`config.mk`:
```
export PLATFORM = sky130hd
export DESIGN_NAME = gmdpt_dist
export DESIGN_NICKNAME = d
export VERILOG_FILES = /design/src/rtl/greedy_min_distance_point_thinning_top_assert.svh /design/src/rtl/gmdpt_pkg.sv /design/src/rtl/gmdpt_dist.sv
export SDC_FILE = /design/constraint.sdc
export NUM_CORES = 2
export LEC_CHECK = 0
export BUFFER_PORTS_ARGS = -buffer_cell sky130_fd_sc_hd__buf_2
export CORE_MARGIN = 4
export CORE_UTILIZATION = 55
export DETAILED_ROUTE_END_ITERATION = 7
export PLACE_DENSITY = 0.78
export REMOVE_ABC_BUFFERS = 1
export SYNTH_ARGS = -nofsm -noshare
export SYNTH_HDL_FRONTEND = slang
export SYNTH_SLANG_ARGS = --single-unit
```
`constraint.sdc`:
```
create_clock -name clk -period 8.25 [get_ports clk]
set_input_delay 0.4125 -clock clk [delete_from_list [all_inputs] [get_ports clk]]
set_output_delay 0.4125 -clock clk [all_outputs]
set_load 0.01 [all_outputs]
```
`src/rtl/greedy_min_distance_point_thinning_top_assert.svh`:
```
// Assertion macros shared by the thinning block.
`ifndef GREEDY_MIN_DISTANCE_POINT_THINNING_TOP_ASSERT_SVH
`define GREEDY_MIN_DISTANCE_POINT_THINNING_TOP_ASSERT_SVH
`ifndef SYNTHESIS
`define GMDPT_ASSERT(lbl, clk, rst_n, prop, msg) \
    lbl: assert property (@(posedge clk) disable iff (!rst_n) (prop)) else $error(msg);
`define GMDPT_ASSERT_IMPL(lbl, clk, rst_n, ante, cons, msg) \
    lbl: assert property (@(posedge clk) disable iff (!rst_n) (ante) |-> (cons)) \
        else $error(msg);
`else
`define GMDPT_ASSERT(lbl, clk, rst_n, prop, msg)
`define GMDPT_ASSERT_IMPL(lbl, clk, rst_n, ante, cons, msg)
`endif
`endif

```
`src/rtl/gmdpt_pkg.sv`:
```
`timescale 1ns / 1ps

package gmdpt_pkg;

    localparam int IDX_W       = 16;
    localparam int DIST_W      = 16;
    localparam int LIMIT_W     = 2 * DIST_W;
    localparam int APB_ADDR_W  = 3;
    localparam int APB_DATA_W  = 32;

    // Register index is taken from the word address bit of paddr.
    localparam logic REG_MIN_DISTANCE = 1'b0;

    localparam logic [DIST_W-1:0] MIN_DISTANCE_RESET = 16'd1;

    typedef struct packed {
        logic busy;
        logic close;
    } dist_status_t;

    typedef struct packed {
        logic valid;
        logic flush;
    } dist_ctrl_t;

endpackage

```
`src/rtl/gmdpt_dist.sv`:
```
`timescale 1ns / 1ps

module gmdpt_dist #(
    parameter int COORD_BITS = 16
) (
    input  logic                             clk,
    input  logic                             rst_n,
    input  gmdpt_pkg::dist_ctrl_t            ctl,
    input  logic signed [COORD_BITS-1:0]     pt_x,
    input  logic signed [COORD_BITS-1:0]     pt_y,
    input  logic signed [COORD_BITS-1:0]     pt_z,
    input  logic signed [COORD_BITS-1:0]     kept_x,
    input  logic signed [COORD_BITS-1:0]     kept_y,
    input  logic signed [COORD_BITS-1:0]     kept_z,
    input  logic [gmdpt_pkg::LIMIT_W-1:0]    limit,
    output gmdpt_pkg::dist_status_t          status
);
    import gmdpt_pkg::*;

    localparam int DIFF_W = COORD_BITS + 1;
    localparam int SQ_W   = 2 * DIFF_W;
    localparam int SUM_W  = SQ_W + 2;
    localparam int CMP_W  = (SUM_W > LIMIT_W) ? SUM_W : LIMIT_W;

    logic signed [DIFF_W-1:0] dx_reg, dy_reg, dz_reg;
    logic signed [SQ_W-1:0]   sqx_reg, sqy_reg, sqz_reg;
    logic [SUM_W-1:0]         sum_reg;
    logic                     v1_reg, v2_reg, v3_reg, close_reg;
    logic signed [SQ_W-1:0]   sqx_next, sqy_next, sqz_next;
    logic [SUM_W-1:0]         sum_next;
    logic                     close_next;

    assign sqx_next = dx_reg * dx_reg;
    assign sqy_next = dy_reg * dy_reg;
    assign sqz_next = dz_reg * dz_reg;

    // Squares are never negative, so their bit patterns add as unsigned values.
    assign sum_next = SUM_W'($unsigned(sqx_reg)) + SUM_W'($unsigned(sqy_reg))
                    + SUM_W'($unsigned(sqz_reg));

    assign close_next = v3_reg && (CMP_W'(sum_reg) < CMP_W'(limit));

    always_ff @(posedge clk or negedge rst_n)
    begin
        if (!rst_n)
        begin
            v1_reg    <= 1'b0;
            v2_reg    <= 1'b0;
            v3_reg    <= 1'b0;
            close_reg <= 1'b0;
        end
        else if (ctl.flush)
        begin
            v1_reg    <= 1'b0;
            v2_reg    <= 1'b0;
            v3_reg    <= 1'b0;
            close_reg <= 1'b0;
        end
        else
        begin
            v1_reg    <= ctl.valid;
            v2_reg    <= v1_reg;
            v3_reg    <= v2_reg;
            close_reg <= close_next;
        end
    end

    always_ff @(posedge clk)
    begin
        dx_reg  <= DIFF_W'(pt_x) - DIFF_W'(kept_x);
        dy_reg  <= DIFF_W'(pt_y) - DIFF_W'(kept_y);
        dz_reg  <= DIFF_W'(pt_z) - DIFF_W'(kept_z);
        sqx_reg <= sqx_next;
        sqy_reg <= sqy_next;
        sqz_reg <= sqz_next;
        sum_reg <= sum_next;
    end

    assign status.busy  = v1_reg | v2_reg | v3_reg;
    assign status.close = close_reg;

endmodule

```
### Word-level counts from Yosys, hierarchy flattened

Cells that the tools add are included.

* input bits: 132
* word-level logic and storage cells: 27
* output and inout bits: 2
* bits in registers: 193

* $add $sub $neg: 5
* $lt $le $gt $ge: 1
* bitwise logic cells: 2
* reduce and logical (&&, ||, !) cells: 1
* mux-type cells: 4
* multiply operators: 3

Operator list (count)
* multiplier 17 x 17 -> 34 bit: 3
* subtractor 16 x 16 -> 17 bit: 3
* adder 35 x 34 -> 36 bit: 1
* less-than comparator 36 x 32 -> 1 bit: 1
* adder 34 x 34 -> 35 bit: 1
* 2-to-1 mux 1 bit: 4
* OR 1 bit: 2
* logical AND 1 bit: 1

### Longest topological paths before layout

* depth after elaboration: 3
* gate-level depth with buffers: 27
* mapped depth without buffers: 26

### Worst setup path after synthesis

Ideal clock, no wire load.

* kind: reg-to-reg
* start point: register dy_reg[2]
* end point: register sqy_reg[33]
* required time: 8.178 ns
* period minus slack after synthesis: 6.540 ns
* setup time: 0.072 ns
* cell stages (with the launch flop): 27
* arrival: 6.468 ns
* slack: 1.710 ns
* path buffers: 2
* cells stage by stage: dfxtp_1 > clkbuf_1 > clkbuf_1 > nand2_1 > fa_1 > inv_1 > fa_1 > inv_1 > fa_1 > inv_1 > fa_1 > fa_1 > inv_1 > fa_1 > inv_1 > ha_1 > a21oi_1 > o21ai_0 > a32oi_1 > o31ai_2 > o41a_4 > a31oi_4 > a31oi_4 > a2111o_1 > a21o_1 > a21oi_2 > xnor2_1

* word-level cells in the longest chain between the ends: 1

Ends and longest elaborated chain
* from (decl): RTL line gmdpt_dist.sv:25 `logic signed [DIFF_W-1:0] dx_reg, dy_reg, dz_reg;`
* from (signal assigned): RTL line gmdpt_dist.sv:71 `dy_reg <= DIFF_W'(pt_y) - DIFF_W'(kept_y);`
* multiplier 17 x 17 -> 34 bit: RTL line gmdpt_dist.sv:34 `assign sqy_next = dy_reg * dy_reg;`
* net sqy_next[33]: RTL line gmdpt_dist.sv:29 `logic signed [SQ_W-1:0] sqx_next, sqy_next, sqz_next;`
* to (signal assigned): RTL line gmdpt_dist.sv:74 `sqy_reg <= sqy_next;`
* to (decl): RTL line gmdpt_dist.sv:26 `logic signed [SQ_W-1:0] sqx_reg, sqy_reg, sqz_reg;`

The timed path passes the listed nets, and every way through them passes these cells.

### Worst setup path after layout

* start point: register dy_reg[1]
* end point: register sqy_reg[33]

The elaborated chain is that of the path after synthesis.

==> impl_results.md <==
* Post-Synth XOR/XNOR Area at 0.0454
* Max clock buf depth at 2
* Skew-Pair Late Insertion Delay at 490 ps
* Largest register FFs at 36
* CTS tree: yes
* Post-synthesis compound-gate area fraction at 0.0710
* Slew Limit Fails at 0
* Vias at 26018
* Syn Inst Count at 4011
* DIE AREA at 73700 um^2
* Clock buffer count from CTS at 17
* First-pass DRT Iterations at 5
* Max Clk Rate at 0.139 GHz
* Fillers at 5847
* Worst path required time at 8660 ps
* Reg area at 3820 um^2
* Element type at the critical path end: register
* Largest net degree at the start of global routing at 24
* CP max-delay cell: dfxtp_1
* Multi-input logic area at 29800 um^2
* Status: complete, no violations
* Core Box Area at 68700 um^2
* Diode count at 0
* YS warnings at 0
* Crit Path Max Fanout at 13
* Initial core utilization at 0.555
* Port Buffer Count at 133
* Drt initial violations at 1247
* Unrepaired setup endpoints after global routing: false
* Layout cells sized above 1 at 0.0513
* Clk root buf: clkbuf_16
* Setup violators final at 0
* CP max stage delay at 690 ps
* Synthesized-area fraction occupied by adder cells at 0.565
* Yosys cell types at 66
* Crit path launch type: register
* Register-to-register path setup slack at 1070 ps
* Post-synthesis sequential area ratio at 0.100
* First-pass GRT wire length at 136000 um
* Critical path cell sequence: clkinv_1 > nor2_1 > fa_1 > inv_1 > fa_1 > inv_1 > fa_1 > fa_1 > fa_1 > inv_1 > fa_1 > inv_1 > ha_1 > a21oi_1 > o21ai_0 > a32oi_1 > o31ai_2 > o41a_4 > a31oi_4 > a31oi_4 > a2111o_1 > a21o_1 > a21oi_2 > xnor2_1
* Slew headroom at 0.230
* Kind of critical path: register to register
* H-tree depth at 4
* Reg clk slew, reported paths at 80 ps
* Grt ovf at 0
* Setup TNS at 0 ps
* DRC at 0
* Antenna viol nets, final at 0
* Arrival time worst endpoint at 7590 ps
* Vias per cell at 5.16
* Async SR Flop Fraction at 0.0211
* Fin. Hold Viols at 0
* Number of synthesized flops with an enable pin at 0
* Slew @ Worst Pin at 1130 ps
* WL/cell at 15.4 um
* Hold depth at 2
* Worst Skew at 17.1 ps
* Max cap viols at 0
* Cell Rows at 96
* Global Route Usage Sum at 0.228
* Initial antenna violation count at 1
* Clk sink count at 190
* HPWL after DPL at 66400 um
* FF-to-FF path depth at 24
* Most common cell on crit path: fa_1
* Gpl congestion at 0.932
* Main combinational cell family by area after synthesis: adder cells
* Net count, final at 5457
* Syn Area/Cell at 9.51 um^2
* Synthesized area at 38200 um^2
* Most used DFF post-synth: dfxtp_1
* Simple-Gate Fraction of Synth Area at 0.0996
* Post-layout min period at 7180 ps
* I/O pins at 134
* Final WL at 77500 um
* Layout area overhead at 5.96%
* Number of global-route vias before repair at 28726
* Die Ht at 271 um
* Final worst path period share at 0.871
* Die X at 271 um
* Hold/Removal Path Class: primary input to register
* #FFs+latches synth at 190
* Post-synthesis mux area share at 0.000787
[repair_timing]
action / 4_1_cts / 5_1_grt
endpoints found under the hold margin: 4 / 0
buffers inserted: 0 / 0
hold buffers: 1 / 0
endpoints found under the setup margin: 0 / 0
resized for setup: 0 / 0
[layout by cell type, fill, tap and decap left out, types with 11 or more instances in the layout]
master | synthesis | layout
nand4_1 | 14 | 14
a21oi_1 | 113 | 113
xor2_1 | 41 | 41
and2_1 | 159 | 159
a31o_2 | 14 | 14
nand2_1 | 273 | 273
o21bai_1 | 15 | 15
buf_2 | 2 | 133
a21boi_0 | 17 | 17
xnor2_1 | 157 | 157
nor2b_1 | 68 | 68
o21ai_0 | 87 | 87
nand3_1 | 24 | 24
fa_1 | 834 | 834
and3_1 | 15 | 15
clkbuf_16 | 0 | 17
o21a_1 | 15 | 15
a31oi_1 | 12 | 12
ha_1 | 389 | 389
dfxtp_1 | 186 | 186
nand2b_1 | 28 | 28
buf_4 | 1 | 11
nor2_1 | 161 | 161
inv_1 | 1120 | 1120
nor3_1 | 22 | 22
a21o_1 | 65 | 65
[metrics by stage]
step / hold WS [ps] / utilization / instances / worst slack, ps / cell area, um^2
after floorplan: 117 / - / 3938 / 1820 / 37900
after CTS: 81.2 / 0.589 / 5046 / 1060 / 40400
after global placement: 222 / 0.579 / 5013 / 1220 / 39800
after global routing: 106 / 0.589 / 5046 / 634 / 40400
after detailed placement: 222 / 0.579 / 5013 / 1100 / 39800
final: 107 / 0.589 / 5046 / 1070 / 40400
[final timing paths]
path | to | startpoint
max | sqy_reg[33] | dy_reg[1]
min reg2reg | v2_reg | v1_reg
min in group asynchronous | v2_reg | rst_n
min | v1_reg | ctl[0]
max reg2reg | sqy_reg[33] | dy_reg[1]
max in group asynchronous | close_reg | rst_n
[critical path, delay by kind of cell, from the launching register on]
| family | cells | cell delay, ps |
|---|---|---|
| adders and majority gates | 7 | 3070 |
| AOI/OAI and AO/OA | 10 | 2120 |
| DFF | 1 | 690 |
| and+or+nand+nor | 1 | 340 |
| buffers and inverters | 5 | 710 |
| xor gates and xnor gates | 1 | 130 |
[kinds of logic after synthesis]
family,after synthesis
XOR/XNOR,198
AND/OR/NAND/NOR,788
buffers and inverters,1197
other,1
adder cells (fa/ha/maj),1223
multiplexers,3
AO/OA/AOI/OAI,411
flip-flops,190
[area by class of cell]
type	count	area share
clock inverter	15	0.00507
sequential	190	0.0946
multi-input combinational	2626	0.738
clock buffer	17	0.0105
tap	931	0.0288
inverter	1122	0.104
timing repair buffer	145	0.0188
[routing by layer]
layer,routed length [um],vias up,share of wire,global-route usage
li1,-,12144,-,-
met1,31700,13036,0.41,0.291
met2,38600,647,0.50,0.392
met3,3630,191,0.047,0.0270
met4,3610,0,0.047,0.101
met5,0,-,0,0
[cells in the mapped netlist (4+ instances only)]
cell type | number | area share
inv_1 | 1120 | 0.11
fa_1 | 834 | 0.44
ha_1 | 389 | 0.13
nand2_1 | 273 | 0.027
dfxtp_1 | 186 | 0.098
nor2_1 | 161 | 0.016
and2_1 | 159 | 0.026
xnor2_1 | 157 | 0.036
a21oi_1 | 113 | 0.015
o21ai_0 | 87 | 0.011
clkbuf_1 | 72 | 0.0071
nor2b_1 | 68 | 0.011
a21o_1 | 65 | 0.013
xor2_1 | 41 | 0.0094
nand2b_1 | 28 | 0.0046
nand3_1 | 24 | 0.0031
nor3_1 | 22 | 0.0029
a21boi_0 | 17 | 0.0033
and3_1 | 15 | 0.0025
o21a_1 | 15 | 0.0030
o21bai_1 | 15 | 0.0030
a31o_2 | 14 | 0.0032
nand4_1 | 14 | 0.0023
a31oi_1 | 12 | 0.0020
or3_1 | 8 | 0.0013
or2_2 | 7 | 0.0011
a2111oi_0 | 5 | 0.0011
a41oi_1 | 5 | 0.0011
o211ai_1 | 5 | 0.00098
o22ai_1 | 5 | 0.00082
a211o_1 | 4 | 0.00092
a211oi_1 | 4 | 0.00079
a21o_2 | 4 | 0.00092
a41o_1 | 4 | 0.0010
dfrtp_1 | 4 | 0.0026
o2111ai_1 | 4 | 0.00092
o31ai_1 | 4 | 0.00079
Power is left out: the tool's default activity adds up to more than one toggle a clock period on the data nets, which glitch-free logic cannot reach.
