<file path="config.mk">
export PLATFORM = sky130hd
export DESIGN_NAME = gmdpt_ctrl
export DESIGN_NICKNAME = d
export VERILOG_FILES = /design/src/rtl/gmdpt_pkg.sv /design/src/rtl/gmdpt_ctrl.sv
export VERILOG_INCLUDE_DIRS = /design/src /design/src/rtl
export SDC_FILE = /design/constraint.sdc
export NUM_CORES = 1
export LEC_CHECK = 0
export BUFFER_PORTS_ARGS = -buffer_cell sky130_fd_sc_hd__buf_2
export CAP_MARGIN = 20
export CORE_AREA = 3 3 133 199
export DETAILED_ROUTE_END_ITERATION = 7
export DIE_AREA = 0 0 136 202
export PLACE_DENSITY_LB_ADDON = 0.2
export RECOVER_POWER = 25
export SYNTH_ARGS = -nofsm -noshare
export SYNTH_HDL_FRONTEND = slang
export SYNTH_SLANG_ARGS = --single-unit
</file>
<file path="constraint.sdc">
create_clock -name clk -period 11.19 [get_ports clk]
set_clock_uncertainty 0.1 [all_clocks]
set_input_delay 1.119 -clock clk [delete_from_list [all_inputs] [get_ports clk]]
set_output_delay 1.119 -clock clk [all_outputs]
set_load 0.05 [all_outputs]
</file>
<file path="src/rtl/greedy_min_distance_point_thinning_top_assert.svh">
// Assertion macros shared by the thinning block.
`ifndef GREEDY_MIN_DISTANCE_POINT_THINNING_TOP_ASSERT_SVH
`define GREEDY_MIN_DISTANCE_POINT_THINNING_TOP_ASSERT_SVH
`ifndef SYNTHESIS
`define GMDPT_ASSERT(lbl, clk, rst_n, prop, msg) \
    lbl: assert property (@(posedge clk) disable iff (!rst_n) (prop)) else $error(msg);
`define GMDPT_ASSERT_IMPL(lbl, clk, rst_n, ante, cons, msg) \
    lbl: assert property (@(posedge clk) disable iff (!rst_n) (ante) |-> (cons)) \
        else $error(msg);
`else
`define GMDPT_ASSERT(lbl, clk, rst_n, prop, msg)
`define GMDPT_ASSERT_IMPL(lbl, clk, rst_n, ante, cons, msg)
`endif
`endif

</file>
<file path="src/rtl/gmdpt_pkg.sv">
`timescale 1ns / 1ps

package gmdpt_pkg;

    localparam int IDX_W       = 16;
    localparam int DIST_W      = 16;
    localparam int LIMIT_W     = 2 * DIST_W;
    localparam int APB_ADDR_W  = 3;
    localparam int APB_DATA_W  = 32;

    // Register index is taken from the word address bit of paddr.
    localparam logic REG_MIN_DISTANCE = 1'b0;

    localparam logic [DIST_W-1:0] MIN_DISTANCE_RESET = 16'd1;

    typedef struct packed {
        logic busy;
        logic close;
    } dist_status_t;

    typedef struct packed {
        logic valid;
        logic flush;
    } dist_ctrl_t;

endpackage

</file>
<file path="src/rtl/gmdpt_ctrl.sv">
`timescale 1ns / 1ps
`include "greedy_min_distance_point_thinning_top_assert.svh"

module gmdpt_ctrl #(
    parameter int MAX_KEPT   = 1024,
    parameter int COORD_BITS = 16,
    parameter int ADDR_W     = 10,
    parameter int CNT_W      = 11
) (
    input  logic                               clk,
    input  logic                               rst_n,
    input  logic                               in_valid,
    output logic                               in_ready,
    input  logic [gmdpt_pkg::IDX_W-1:0]        in_index,
    input  logic signed [COORD_BITS-1:0]       in_x,
    input  logic signed [COORD_BITS-1:0]       in_y,
    input  logic signed [COORD_BITS-1:0]       in_z,
    input  logic                               first,
    output logic                               out_valid,
    input  logic                               out_ready,
    output logic [gmdpt_pkg::IDX_W-1:0]        sel_index,
    output logic signed [COORD_BITS-1:0]       sel_x,
    output logic signed [COORD_BITS-1:0]       sel_y,
    output logic signed [COORD_BITS-1:0]       sel_z,
    output logic                               store_overflow,
    output logic                               wr_en,
    output logic [ADDR_W-1:0]                  wr_addr,
    output logic [3*COORD_BITS-1:0]            wr_data,
    output logic                               rd_en,
    output logic [ADDR_W-1:0]                  rd_addr,
    output logic signed [COORD_BITS-1:0]       pt_x,
    output logic signed [COORD_BITS-1:0]       pt_y,
    output logic signed [COORD_BITS-1:0]       pt_z,
    output gmdpt_pkg::dist_ctrl_t              dist_ctl,
    input  gmdpt_pkg::dist_status_t            dist_status
);
    import gmdpt_pkg::*;

    typedef enum logic [2:0] {
        ST_IDLE = 3'b001,
        ST_SCAN = 3'b010,
        ST_DONE = 3'b100
    } state_t;

    state_t                  state_reg, state_next;
    logic [CNT_W-1:0]        count_reg, count_next;
    logic [CNT_W-1:0]        rd_ptr_reg, rd_ptr_next;
    logic                    rd_valid_reg, rd_valid_next;
    logic                    out_valid_reg, out_valid_next;
    logic [IDX_W-1:0]        pt_index_reg;
    logic signed [COORD_BITS-1:0] pt_x_reg, pt_y_reg, pt_z_reg;
    logic [IDX_W-1:0]        sel_index_reg;
    logic signed [COORD_BITS-1:0] sel_x_reg, sel_y_reg, sel_z_reg;
    logic                    ovf_reg;
    logic                    accept, rd_issue, reject, scan_done, full, load;

    assign in_ready  = (state_reg == ST_IDLE);
    assign accept    = in_valid && in_ready;
    assign full      = (count_reg >= CNT_W'(MAX_KEPT));
    assign rd_issue  = (state_reg == ST_SCAN) && (rd_ptr_reg < count_reg);
    assign reject    = (state_reg == ST_SCAN) && dist_status.close;
    // The scan is over once every stored entry has left the distance pipeline unrejected.
    assign scan_done = (state_reg == ST_SCAN) && !rd_issue && !rd_valid_reg
                       && !dist_status.busy && !dist_status.close;
    assign load      = (state_reg == ST_DONE) && (!out_valid_reg || out_ready);

    always_comb
    begin
        state_next     = state_reg;
        count_next     = count_reg;
        rd_ptr_next    = rd_ptr_reg;
        rd_valid_next  = rd_issue && !reject;
        out_valid_next = out_valid_reg && !out_ready;
        case (state_reg)
            ST_IDLE:
            begin
                if (accept)
                begin
                    state_next  = ST_SCAN;
                    rd_ptr_next = '0;
                    if (first)
                    begin
                        count_next = '0;
                    end
                end
            end
            ST_SCAN:
            begin
                if (reject)
                begin
                    state_next = ST_IDLE;
                end
                else if (scan_done)
                begin
                    state_next = ST_DONE;
                end
                else if (rd_issue)
                begin
                    rd_ptr_next = rd_ptr_reg + CNT_W'(1);
                end
            end
            ST_DONE:
            begin
                if (load)
                begin
                    state_next     = ST_IDLE;
                    out_valid_next = 1'b1;
                    if (!full)
                    begin
                        count_next = count_reg + CNT_W'(1);
                    end
                end
            end
            default:
            begin
                state_next = ST_IDLE;
            end
        endcase
    end

    always_ff @(posedge clk or negedge rst_n)
    begin
        if (!rst_n)
        begin
            state_reg     <= ST_IDLE;
            count_reg     <= '0;
            rd_ptr_reg    <= '0;
            rd_valid_reg  <= 1'b0;
            out_valid_reg <= 1'b0;
        end
        else
        begin
            state_reg     <= state_next;
            count_reg     <= count_next;
            rd_ptr_reg    <= rd_ptr_next;
            rd_valid_reg  <= rd_valid_next;
            out_valid_reg <= out_valid_next;
        end
    end

    always_ff @(posedge clk)
    begin
        if (accept)
        begin
            pt_index_reg <= in_index;
            pt_x_reg     <= in_x;
            pt_y_reg     <= in_y;
            pt_z_reg     <= in_z;
        end
        if (load)
        begin
            sel_index_reg <= pt_index_reg;
            sel_x_reg     <= pt_x_reg;
            sel_y_reg     <= pt_y_reg;
            sel_z_reg     <= pt_z_reg;
            ovf_reg       <= full;
        end
    end

    assign wr_en   = load && !full;
    assign wr_addr = count_reg[ADDR_W-1:0];
    assign wr_data = {pt_x_reg, pt_y_reg, pt_z_reg};
    assign rd_en   = rd_issue;
    assign rd_addr = rd_ptr_reg[ADDR_W-1:0];

    assign pt_x = pt_x_reg;
    assign pt_y = pt_y_reg;
    assign pt_z = pt_z_reg;

    assign dist_ctl.valid = rd_valid_reg;
    assign dist_ctl.flush = reject;

    assign out_valid      = out_valid_reg;
    assign sel_index      = sel_index_reg;
    assign sel_x          = sel_x_reg;
    assign sel_y          = sel_y_reg;
    assign sel_z          = sel_z_reg;
    assign store_overflow = ovf_reg;

    `GMDPT_ASSERT(a_count_bound, clk, rst_n, count_reg <= CNT_W'(MAX_KEPT), "store count beyond depth")
    `GMDPT_ASSERT_IMPL(a_write_ok, clk, rst_n, wr_en, (state_reg == ST_DONE) && (count_reg < CNT_W'(MAX_KEPT)), "store write outside result load or into full store")
    `GMDPT_ASSERT_IMPL(a_read_below_count, clk, rst_n, rd_en, rd_ptr_reg < count_reg, "read of an unfilled store entry")
    `GMDPT_ASSERT_IMPL(a_close_in_scan, clk, rst_n, dist_status.close, state_reg == ST_SCAN, "distance hit outside a scan")
    `GMDPT_ASSERT_IMPL(a_reject_no_result, clk, rst_n, reject, ##1 (state_reg == ST_IDLE) && $stable(count_reg), "rejected point changed the store")

endmodule

</file>
; Yosys cells after proc, flatten, opt, wreduce, memory -nomap -nowiden
; Index checks and enable logic that the tools add are counted.
[op_classes]
mux = 17
n_eq_ne = 11
magnitude_cmp = 2
reduce_logical = 25
add_sub_neg = 2
[ops]
columns = cell, count
row1 = 11-bit 2-to-1 mux, 8
row2 = 11-bit one-hot mux with 2 select lines, 2
row3 = "11-bit by 1-bit adder with 11-bit output, second input constant", 2
row4 = 3-bit 2-to-1 mux, 4
row5 = "2-bit inequality test, second input constant", 6
row6 = "11-bit >= comparator, second input constant", 1
row7 = 1-bit logical AND, 11
row8 = 11-bit < comparator, 1
row9 = 5-bit AND reduction, 2
row10 = 3-bit one-hot mux with 3 select lines, 1
row11 = 1-bit logical NOT, 8
row12 = 2-bit nonzero test, 2
row13 = "3-bit by 1-bit == test with 1-bit output, second input constant", 1
row14 = "3-bit by 2-bit == test with 1-bit output, second input constant", 1
row15 = "3-bit == test, second input constant", 1
row16 = "3-bit inequality test, second input constant", 1
row17 = 3-bit AND reduction, 1
row18 = 1-bit 2-to-1 mux, 2
row19 = "2-bit by 1-bit inequality test with 1-bit output, second input constant", 1
row20 = 1-bit logical OR, 1
[word_totals]
inputBits = 71
elab_cells = 71
output_inout_bits = 187
regBits = 156

; Logic depth before layout (Yosys ltp)
[logic_depth]
word_depth = 10
mapped_depth = 8
depth_no_buf = 7

; Least setup slack after synthesis
; No wires, ideal clock.
[synth_path]
path_type = input -> register
startpoint = input out_ready
endpoint = register sel_index_reg[0], in the netlist sel_index[0] (enable)
setup_time_ns = 0.568
cell_stages = 2
t_required_ns = 10.522
n_path_buf = 0
arrival_ns = 5.653
slack_ns = 4.869
path_cell_list = nor2b_1 -> nor3_1
[synth_via]
elab_chain_cells = 2
[synth_lines]
columns = element, line_no
row1 = "start, declared", gmdpt_ctrl.sv:20  ; input logic out_ready,
row2 = 1-bit logical OR, gmdpt_ctrl.sv:65  ; assign load = (state_reg == ST_DONE) && (!out_valid_reg || out_ready);
row3 = 1-bit logical AND, gmdpt_ctrl.sv:65
row4 = named net load, gmdpt_ctrl.sv:55  ; logic accept, rd_issue, reject, scan_done, full, load;
row5 = "end signal, assigned", gmdpt_ctrl.sv:152  ; sel_index_reg <= pt_index_reg;
row6 = "end, declared", gmdpt_ctrl.sv:52  ; logic [IDX_W-1:0] sel_index_reg;
; The timed path passes the listed nets, and every way through them passes these cells.
; A chain may end at the register's enable or synchronous reset.

; Worst setup path in the final report
[layout_path]
startpoint = register count_reg[2]
endpoint = output rd_en
[layout_via]
elab_chain_cells = 2
[layout_lines]
columns = element, line_no
row1 = "start, declared", gmdpt_ctrl.sv:46  ; logic [CNT_W-1:0] count_reg, count_next;
row2 = "start signal, assigned", gmdpt_ctrl.sv:134  ; count_reg <= count_next;
row3 = 11-bit < comparator, gmdpt_ctrl.sv:60  ; assign rd_issue = (state_reg == ST_SCAN) && (rd_ptr_reg < count_reg);
row4 = 1-bit logical AND, gmdpt_ctrl.sv:60
row5 = "end, declared", gmdpt_ctrl.sv:29  ; output logic rd_en,
; No other way between the ends.

==> reports/summary.txt <==
Starting Density = 24.6%
Crit share post-route = 33.2%
# clock sinks = 156
Die W = 136 µm
Final setup viols = 0
Boundary Pins = 258
CTS root buffer = clkbuf_16
1st-pass router iterations = 5
Worst-skew pair later-pin latency = 420 ps
GP Congestion = 0.832
Setup_tns = 0 ps
Post-CTS sizing = 0
Largest net degree at the start of global routing = 49
Critical Path AT = 2500 ps
TritonCTS buffer count = 17
Clock slew at reported path FFs = 60 ps
Vias = 3785
H-tree depth = 4
Crit end category = primary output
Ys Warns = 0
Die Y = 202 µm
Synth area leader = edfxtp_1
Max_cap viols = 0
Commonest cells post-synth = edfxtp_1 (129), buf_4 (71), dfrtp_1 (26), inv_1 (18)
Core box area = 25100 µm²
Most used DFF post-synth = edfxtp_1
Vias in the first global route = 3699
Final Max Tran Viols = 0
EDFF count, synth = 129
Critical setup path kind = flip-flop to primary output
Gr usage total = 10.4%
Register area share after synthesis = 73.9%
Cell-internal power = 1.18 mW
Status = completed
CTS tree = built
Switch share = 37.9%
FP Rows = 71
Startpoint types = flip-flop
Peak fanout along the critical path = 7
Total grt overflow = 0
Slew @ Worst Pin = 862 ps
Die area = 27500 µm²
Syn Std Cell Area = 6160 µm²
Synth top area cells = edfxtp_1 (63%), dfrtp_1 (11%), buf_4 (8.7%)
Mapped Cells = 388
Fraction of layout instances using a drive strength above 1 = 49.9%
Area share of the largest cell type after synthesis = 62.9%
Pwr Total = 1.91 mW
Sw power = 0.722 mW
Worst EP required = 9970 ps
Ys async rst share = 17.3%
Power Dens Cells = 241 nW/µm²
Part of the power in registers = 40.9%
First-pass GRT wire length = 21200 µm
Hold-fix buffers at CTS = 0
Most common cell in the netlist = edfxtp_1
Worst VDD drop = 106 µV
Number of library cell types mapped by synthesis = 44
RSZ-0062 raised after global routing = no
Initial antenna violation count = 1
Final WL = 14700 µm
HPWL after DPL = 11000 µm
Post-route minimum period = 3720 ps
Worst min path class = flip-flop to flip-flop
Avg Cell Area, Syn = 15.9 µm²
Min Hold Slack = 317 ps
Final Hold Viols = 0
Synth Register Bits = 156
Nets = 674
R2r worst-path depth = 5
Post-detailed-route count of antenna-violating nets = 0
Static leakage = 3.29 nW
# DRC = 0
Hold path cells = 0
Post-Syn Nets = 472
Post-CTS setup buffers = 0
Area Overhead vs Synth = 28.2%
Average wire per standard cell = 15.8 µm
Relative slew slack = 42.1%
Clock share of power = 30.2%
Post-route setup slack = 7470 ps
Combinational Power Share = 29.0%
Fmax = 269 MHz
Iteration-0 DRC Markers = 134
Number of port buffers = 257
Max clock buf depth = 2
# fillers = 2566
Vias/cell = 4.06
Setup WS pre-CTS = 7860 ps
==> cell type report <==
type / instances / area [µm²] / area share [%]
tap: 328 / 410 / 5.19
sequential: 156 / 4550 / 57.6
timing repair buffer: 260 / 1310 / 16.6
clock buffer: 20 / 437 / 5.53
clock inverter: 12 / 145 / 1.84
inverter: 18 / 67.6 / 0.855
antenna: 1 / 2.50 / 0.0317
multi-input combinational: 137 / 980 / 12.4
==> logic make-up (layout without fill, tap and decap cells) <==
group | after synthesis | after routing | synth area share [%]
AO/OA/AOI/OAI | 39 | 39 | 4.33
adder cells (fa/ha/maj) | 13 | 13 | 2.64
multiplexers | 2 | 2 | 0.325
flip-flops | 156 | 156 | 73.9
XOR/XNOR | 7 | 7 | 0.995
other | 0 | 1 | 0
buffers and inverters | 95 | 310 | 10.3
AND/OR/NAND/NOR | 76 | 76 | 7.53
==> stage by stage <==
stage / cell area [µm²] / cells / utilization, %
detailed placement: 7320 / 899 / 29.2
global route: 7900 / 932 / 31.5
finish: 7900 / 932 / 31.5
global placement: 7320 / 899 / 29.2
CTS: 7900 / 931 / 31.5
floorplan: 6160 / 388 / -
==> cells in the final DEF (no fill, tap or decap), types with 2 or more instances in the layout <==
cell	Yosys	final
nor3_1	4	3
a31oi_1	14	14
buf_2	4	257
o21ai_1	2	2
clkinv_1	0	4
mux2i_1	2	2
o21ai_0	5	5
and3_1	5	5
nor2_1	17	17
dfrtp_1	26	26
xnor2_1	7	7
nand4_1	3	3
edfxtp_1	129	129
nand2_1	17	17
inv_1	18	17
clkbuf_1	1	3
nand2b_1	4	4
clkinvlp_4	0	3
a21oi_1	6	6
buf_4	71	3
nand3_1	5	5
o31a_1	5	5
or3_1	5	5
nor4_2	4	4
bufinv_16	0	3
clkbuf_16	0	17
ha_1	13	13
==> worst paths after layout <==
check | start | endpoint | slack, ps
max | count_reg[2]$_DFFE_PN0P_ | rd_en | 7470
min | pt_index_reg[11]$_DFFE_PP_ | sel_index[11]$_DFFE_PP_ | 320
max reg2reg | state_reg[1]$_DFFE_PN0P_ | pt_index_reg[12]$_DFFE_PP_ | 8280
min reg2reg | pt_index_reg[11]$_DFFE_PP_ | sel_index[11]$_DFFE_PP_ | 320
max in group asynchronous | rst_n | count_reg[5]$_DFFE_PN0P_ | 9940
min in group asynchronous | rst_n | rd_valid_reg$_DFF_PN0_ | 610
==> worst max-delay path, stage by stage, from the launching register on <==
cell and delay, ps:
dfrtp_1 450, inv_1 120, ha_1 320, a21oi_1 140, o21ai_0 150, a221o_2 460, nor3_1 150, buf_2 290
==> power groups by stage <==
stage               logic [mW]  registers, mW  clock network, mW
floorplan                0.351          0.912                  0
global placement         0.559          0.788                  0
detailed placement       0.559          0.794                  0
CTS                      0.559          0.781              0.596
global route             0.581          0.790              0.621
finish                   0.552          0.779              0.575
==> per-layer routing <==
layer	up-vias	share of wire, %	GRT usage (%)
met5	-	0	0
met4	0	2.6	5.87
met3	28	6.9	3.29
met2	171	55	19.0
met1	1828	35	10.0
li1	1758	-	-
No activity file was read; power rests on OpenSTA's default activity.
